$ cat src/lld_pkg.sv
// Package for the lacing length-prefix deframer.
// Holds the length width, lacing constants and the state/result structs.
// No dependencies.
package lld_pkg;

  localparam int LEN_WIDTH = 24;

  localparam logic [7:0] LACE_CONT = 8'd255;

  typedef struct packed {
    logic                 in_payload;
    logic [LEN_WIDTH-1:0] length_sum;
    logic [LEN_WIDTH-1:0] bytes_left;
    logic                 overflow_seen;
  } lld_state_t;

  typedef struct packed {
    logic [7:0] data_byte;
    logic       empty_frame;
    logic       frame_last;
    logic       truncated;
    logic       length_overflow;
  } lld_result_t;

endpackage

$ cat src/lld_ifs.sv
// Valid/ready channel interfaces for the deframer: raw byte input and
// deframed result output. Depends on nothing.
interface lld_in_if;
  logic       valid;
  logic       ready;
  logic [7:0] in_byte;
  logic       stream_end;

  modport source (output valid, output in_byte, output stream_end, input ready);
  modport sink   (input valid, input in_byte, input stream_end, output ready);
endinterface

interface lld_out_if;
  logic       valid;
  logic       ready;
  logic [7:0] data_byte;
  logic       empty_frame;
  logic       frame_last;
  logic       truncated;
  logic       length_overflow;

  modport source (output valid, output data_byte, output empty_frame, output frame_last,
                  output truncated, output length_overflow, input ready);
  modport sink   (input valid, input data_byte, input empty_frame, input frame_last,
                  input truncated, input length_overflow, output ready);
endinterface

$ cat src/lld_step.sv
// Per-byte deframing logic: next state and optional result for one byte.
// Purely combinational. Depends on lld_pkg.
module lld_step (
  input  lld_pkg::lld_state_t  state,
  input  logic [7:0]           in_byte,
  input  logic                 stream_end,
  output lld_pkg::lld_state_t  state_next,
  output logic                 emit,
  output lld_pkg::lld_result_t result
);
  import lld_pkg::*;

  logic [LEN_WIDTH:0]   sum_ext;
  logic [LEN_WIDTH-1:0] sum_sat;
  logic                 ovf_now;
  logic [LEN_WIDTH-1:0] left_dec;

  // Saturating add of the lacing byte; the carry out is the overflow.
  assign sum_ext  = {1'b0, state.length_sum} + {{(LEN_WIDTH-7){1'b0}}, in_byte};
  assign sum_sat  = sum_ext[LEN_WIDTH] ? {LEN_WIDTH{1'b1}} : sum_ext[LEN_WIDTH-1:0];
  assign ovf_now  = state.overflow_seen | sum_ext[LEN_WIDTH];
  assign left_dec = (state.bytes_left != '0) ? state.bytes_left - LEN_WIDTH'(1)
                                             : state.bytes_left;

  always_comb begin
    state_next = state;
    emit       = 1'b0;
    result     = '0;

    if (!state.in_payload) begin
      state_next.length_sum    = sum_sat;
      state_next.overflow_seen = ovf_now;
      if (in_byte != LACE_CONT) begin
        if (sum_sat == '0) begin
          // empty frame marker
          emit                   = 1'b1;
          result.empty_frame     = 1'b1;
          result.frame_last      = 1'b1;
          result.length_overflow = ovf_now;
          state_next             = '0;
        end else if (stream_end) begin
          // header done but no payload will follow
          emit                   = 1'b1;
          result.empty_frame     = 1'b1;
          result.frame_last      = 1'b1;
          result.truncated       = 1'b1;
          result.length_overflow = ovf_now;
          state_next             = '0;
        end else begin
          state_next.in_payload = 1'b1;
          state_next.bytes_left = sum_sat;
          state_next.length_sum = '0;
        end
      end
    end else begin
      emit                   = 1'b1;
      result.data_byte       = in_byte;
      result.length_overflow = state.overflow_seen;
      state_next.bytes_left  = left_dec;
      if (left_dec == '0) begin
        result.frame_last = 1'b1;
        state_next        = '0;
      end else if (stream_end) begin
        result.frame_last = 1'b1;
        result.truncated  = 1'b1;
      end
    end

    if (stream_end) begin
      state_next = '0;
    end
  end

endmodule

$ cat src/lacing_length_prefix_deframer_unit.sv
// Lacing length-prefix deframer, top level.
// Latency: a result appears on egress the cycle after its byte is accepted.
// Throughput: one byte per cycle; the single result register sets this, and
//   ingress stalls only while that register holds a result egress has not taken.
// Reset (rst, synchronous, active high): back to reading a lacing header,
//   length and overflow cleared, result register empty.
module lacing_length_prefix_deframer_unit (
  input  logic     clk,
  input  logic     rst,
  lld_in_if.sink   ingress,
  lld_out_if.source egress
);
  import lld_pkg::*;

  lld_state_t  state;
  lld_state_t  state_next;
  logic        emit;
  lld_result_t step_result;
  lld_result_t result;
  logic        result_valid;
  logic        accept;

  // Result register is empty or drains this cycle -> room for a new transaction.
  assign ingress.ready = !result_valid || egress.ready;
  assign accept        = ingress.valid && ingress.ready;

  lld_step u_step (
    .state      (state),
    .in_byte    (ingress.in_byte),
    .stream_end (ingress.stream_end),
    .state_next (state_next),
    .emit       (emit),
    .result     (step_result)
  );

  // Frame state advances on every accepted byte, header or payload.
  always_ff @(posedge clk) begin
    if (rst) begin
      state <= '0;
    end else if (accept) begin
      state <= state_next;
    end
  end

  // Result register; a header (lacing) byte that emits no result leaves it empty.
  always_ff @(posedge clk) begin
    if (rst) begin
      result_valid <= 1'b0;
    end else if (ingress.ready) begin
      result_valid <= accept && emit;
    end
  end

  // Payload needs no reset.
  always_ff @(posedge clk) begin
    if (accept && emit) begin
      result <= step_result;
    end
  end

  assign egress.valid           = result_valid;
  assign egress.data_byte       = result.data_byte;
  assign egress.empty_frame     = result.empty_frame;
  assign egress.frame_last      = result.frame_last;
  assign egress.truncated       = result.truncated;
  assign egress.length_overflow = result.length_overflow;

endmodule

$ cat src/flat_wrapper.sv
// flat-port wrapper written by rule: the top's interface ports become plain ports
module lacing_length_prefix_deframer_unit_flat import lld_pkg::*;
  (clk, rst, ingress_valid, ingress_in_byte, ingress_stream_end, ingress_ready, egress_valid, egress_data_byte, egress_empty_frame, egress_frame_last, egress_truncated, egress_length_overflow, egress_ready);
  lld_in_if ingress_i ();
  lld_out_if egress_i ();
  input  logic clk;
  input  logic rst;
  input wire logic [$bits(ingress_i.valid)-1:0] ingress_valid;
  input wire logic [$bits(ingress_i.in_byte)-1:0] ingress_in_byte;
  input wire logic [$bits(ingress_i.stream_end)-1:0] ingress_stream_end;
  output wire logic [$bits(ingress_i.ready)-1:0] ingress_ready;
  output wire logic [$bits(egress_i.valid)-1:0] egress_valid;
  output wire logic [$bits(egress_i.data_byte)-1:0] egress_data_byte;
  output wire logic [$bits(egress_i.empty_frame)-1:0] egress_empty_frame;
  output wire logic [$bits(egress_i.frame_last)-1:0] egress_frame_last;
  output wire logic [$bits(egress_i.truncated)-1:0] egress_truncated;
  output wire logic [$bits(egress_i.length_overflow)-1:0] egress_length_overflow;
  input wire logic [$bits(egress_i.ready)-1:0] egress_ready;
  assign ingress_i.valid = ingress_valid;
  assign ingress_i.in_byte = ingress_in_byte;
  assign ingress_i.stream_end = ingress_stream_end;
  assign ingress_ready = ingress_i.ready;
  assign egress_valid = egress_i.valid;
  assign egress_data_byte = egress_i.data_byte;
  assign egress_empty_frame = egress_i.empty_frame;
  assign egress_frame_last = egress_i.frame_last;
  assign egress_truncated = egress_i.truncated;
  assign egress_length_overflow = egress_i.length_overflow;
  assign egress_i.ready = egress_ready;
  lacing_length_prefix_deframer_unit u_core (.clk(clk), .rst(rst), .ingress(ingress_i), .egress(egress_i));
endmodule
$ cat config.mk
export PLATFORM = sky130hd
export DESIGN_NAME = lacing_length_prefix_deframer_unit_flat
export DESIGN_NICKNAME = d
export VERILOG_FILES = /design/src/lld_pkg.sv /design/src/lld_ifs.sv /design/src/lld_step.sv /design/src/lacing_length_prefix_deframer_unit.sv /design/src/flat_wrapper.sv
export SDC_FILE = /design/constraint.sdc
export NUM_CORES = 1
export LEC_CHECK = 0
export BUFFER_PORTS_ARGS = -buffer_cell sky130_fd_sc_hd__buf_2
export CORE_MARGIN = 5
export CORE_UTILIZATION = 55
export CTS_CLUSTER_SIZE = 28
export DETAILED_ROUTE_END_ITERATION = 10
export PLACE_DENSITY = 0.71
export SLEW_MARGIN = 25
export SYNTH_ARGS = -nofsm -noshare
export SYNTH_HDL_FRONTEND = slang
export SYNTH_SLANG_ARGS = --single-unit
$ cat constraint.sdc
create_clock -name clk -period 4.15 [get_ports clk]
set_input_delay 0.415 -clock clk [delete_from_list [all_inputs] [get_ports clk]]
set_output_delay 0.415 -clock clk [all_outputs]
set_load 0.01 [all_outputs]
==> metrics <==
syn_area_per_cell=around 7.8 um2; Slew HR=0.352; Skew-Pair Late Insertion Delay=0.34 ns; pin count of the biggest net entering global routing=26; area delta synth->final=8.91%; Boundary Pins=27; final instance area=around 4800 um2; placed cells=670; wirelength, routed=between 10000 and 15000 um; Pre-Repair DR Iteration Count=5; syn_nets=589; global route overflow=0; fin cells=roughly 690; crit end category=flip-flop; share of cells above drive strength 1=0.140; terminus of the critical flop-to-flop path=u_core.egress.truncated; Die H=between 90 and 100 um; # clock sinks=63; detailed placer's ending HPWL=9560 um; Critical Path RT=about 4.2 ns; Hold Path End=u_core.egress.valid; Min-Delay Path Depth=2; GPL Wtd Cong=roughly 0.98; min cycle time layout=roughly 3.6 ns; main flop type after synthesis=dfxtp_1; Critical Path Start Type=flip-flop; Period Utilization, post-route=0.879; ys async rst share=0; post-CTS setup buffer count=0; Post-DRT Antenna Nets=0; Pwr per Cell Area=333 nW/um2; die width=roughly 100 um; Clock transition at path regs=approximately 0.070 ns; Synth Instances=between 500 and 600; initial core utilization=0.568; core area=about 7800 um2; clock buffer depth=2; max_cap viols=0; Root Buffer=clkbuf_8; total track usage=0.265; Final nets=602; post-cts resize count=0; H-tree depth=3; CTS tree=done; fin. max-slew vios=0; DR vias=around 4500; Max Fclk=0.274 GHz; status=finished clean; Hold Violations, Final=0; Syn Std Cell Area=between 4000 and 5000 um2; Port Buf Inserts=26; Fin Clk Skew=just over 0.006 ns; Final setup viols=0; Synth Register Bits=63; sequential area share after synthesis=0.311; worst vdd ir=0.156 mV; die area=approximately 10000 um2; row count=32; maximum fanout along the worst path=12; Hold Crit Start=ingress_valid; RR Startpoint=u_core.state[31]; WL per Instance=between 15 and 20 um; number of diodes=0; placed cell area=approximately 4600 um2; Num CTS Buffers=9; Post-synth EDFFs=12; Yosys cell types=81; worst-case reg-to-reg path depth=11; Hold-fix buffers, CTS=0; unrepaired setup endpoints after global routing=false; Pleak=1.84 nW; initial antenna violation count=0; Vias/cell=between 6 and 7; Worst Hold Slack=around 0.38 ns; crit path DAT=~3.7 ns; first-pass GRT wire length=roughly 21000 um; Worst R2R Setup Slack=about 0.5 ns; Setup Crit Path Kind=flip-flop to flip-flop; actual slew at the worst max-slew pin=approximately 0.97 ns; Setup TNS=0 ns; DRT iter0 DRCs=approximately 370; vias in the first global route=about 4000; DRC=0; total power=between 1.5 and 2 mW; yosys warns=0; min-delay worst type=input pin to flip-flop
cell usage in the layout, fill, tap and decap left out, types with 5 or more instances in the layout:
cell	count
ha_1	9
and2_1	11
clkbuf_8	10
a211oi_1	6
a31oi_1	5
buf_4	10
nand3b_1	8
xor2_1	11
o31ai_1	8
o211ai_1	5
or4_1	6
a21oi_1	31
a22oi_1	13
o21ai_1	10
nor4_1	8
nor2_1	56
nand3_1	28
xnor2_1	11
inv_1	11
nor3_1	20
edfxtp_1	12
dfxtp_1	51
or3_1	7
o21ai_0	39
buf_2	26
nand4_1	10
nor4_2	5
nand2_1	71
sequential cells by signal, indices dropped and copies added, names as in the netlist:
| name | cells |
|---|---|
| u_core.egress.data_byte | 8 |
| u_core.egress.valid | 1 |
| u_core.egress.length_overflow | 1 |
| u_core.egress.empty_frame | 1 |
| u_core.state | 50 |
| u_core.egress.frame_last | 1 |
| u_core.egress.truncated | 1 |
cell families after synthesis:
kind of cell | count (synthesis) | synth area share
adders and majority gates | 10 | 0.0299
and+or+nand+nor | 260 | 0.314
muxes | 7 | 0.0166
AOI/OAI and AO/OA | 158 | 0.237
DFF | 63 | 0.311
buffers and inverters | 46 | 0.0471
xor gates and xnor gates | 22 | 0.0434
worst max path at each step:
stage	startpoint	end	slack [ns]	depth (start not counted)
floorplan	ingress_in_byte[6]	u_core.egress.data_byte[0]	0.40	12
detailed placement	ingress_in_byte[6]	u_core.egress.data_byte[6]	0.29	12
global route	u_core.state[31]	u_core.egress.frame_last	0.31	11
global placement	ingress_in_byte[6]	u_core.egress.data_byte[7]	0.36	12
CTS	u_core.state[31]	u_core.egress.truncated	0.53	11
finish	u_core.state[31]	u_core.egress.truncated	0.50	11
Yosys cell counts, types with 5 or more instances:
master | instances | area share
or3_1 | 7 | 0.0099
nand2_1 | 71 | 0.060
nand3_1 | 28 | 0.032
edfxtp_1 | 12 | 0.081
o31ai_1 | 8 | 0.014
o211ai_1 | 5 | 0.0085
a22oi_1 | 13 | 0.022
clkbuf_1 | 19 | 0.016
o21ai_1 | 10 | 0.011
a21oi_1 | 31 | 0.035
xnor2_1 | 11 | 0.022
inv_1 | 11 | 0.0093
or4_1 | 6 | 0.010
dfxtp_1 | 51 | 0.23
a31oi_1 | 5 | 0.0070
nand3b_1 | 8 | 0.014
nor4_2 | 5 | 0.014
nor2_1 | 56 | 0.047
nor4_1 | 8 | 0.011
and2_1 | 11 | 0.016
xor2_1 | 11 | 0.022
a211oi_1 | 6 | 0.010
nand4_1 | 10 | 0.014
o21ai_0 | 39 | 0.044
buf_2 | 7 | 0.0079
ha_1 | 9 | 0.025
nor3_1 | 20 | 0.023
metrics by stage:
stage	worst slack [ns]	utilization
2_1_floorplan	0.402	-
3_3_place_gp	0.355	0.592
3_5_place_dp	0.293	0.592
4_1_cts	0.530	0.619
5_1_grt	0.309	0.619
6_report	0.502	0.619
area by class of cell:
type / instances / area [um2]
clock inverter: 3 / 40.0
multi-input combinational: 457 / 2850
fill: 728 / 2970
tap: 102 / 128
inverter: 11 / 41.3
timing repair buffer: 37 / 225
clock buffer: 13 / 170
sequential: 63 / 1380
critical path, cell delays in order (launching register included):
cell and delay, ns:
dfxtp_1 0.32, ha_1 0.41, nand4_1 0.10, or4b_1 0.65, a2111oi_2 0.45, xnor2_1 0.19
nand3_1 0.09, or3_1 0.43, o21bai_1 0.29, a21oi_2 0.12, nor2_1 0.10, buf_4 0.21
per-layer routing:
layer,track usage,part of all wire,vias up
met5,0,0,-
met4,0.0725,0.018,0
met3,0.0438,0.090,28
met2,0.429,0.46,244
met1,0.367,0.44,2099
li1,-,-,2123
where the power goes:
part	total, mW	internal [mW]	switching [mW]
clock	0.578	0.329	0.248
sequential	0.665	0.643	0.0221
combinational	0.369	0.132	0.237
No activity file was read; power rests on OpenSTA's default activity.
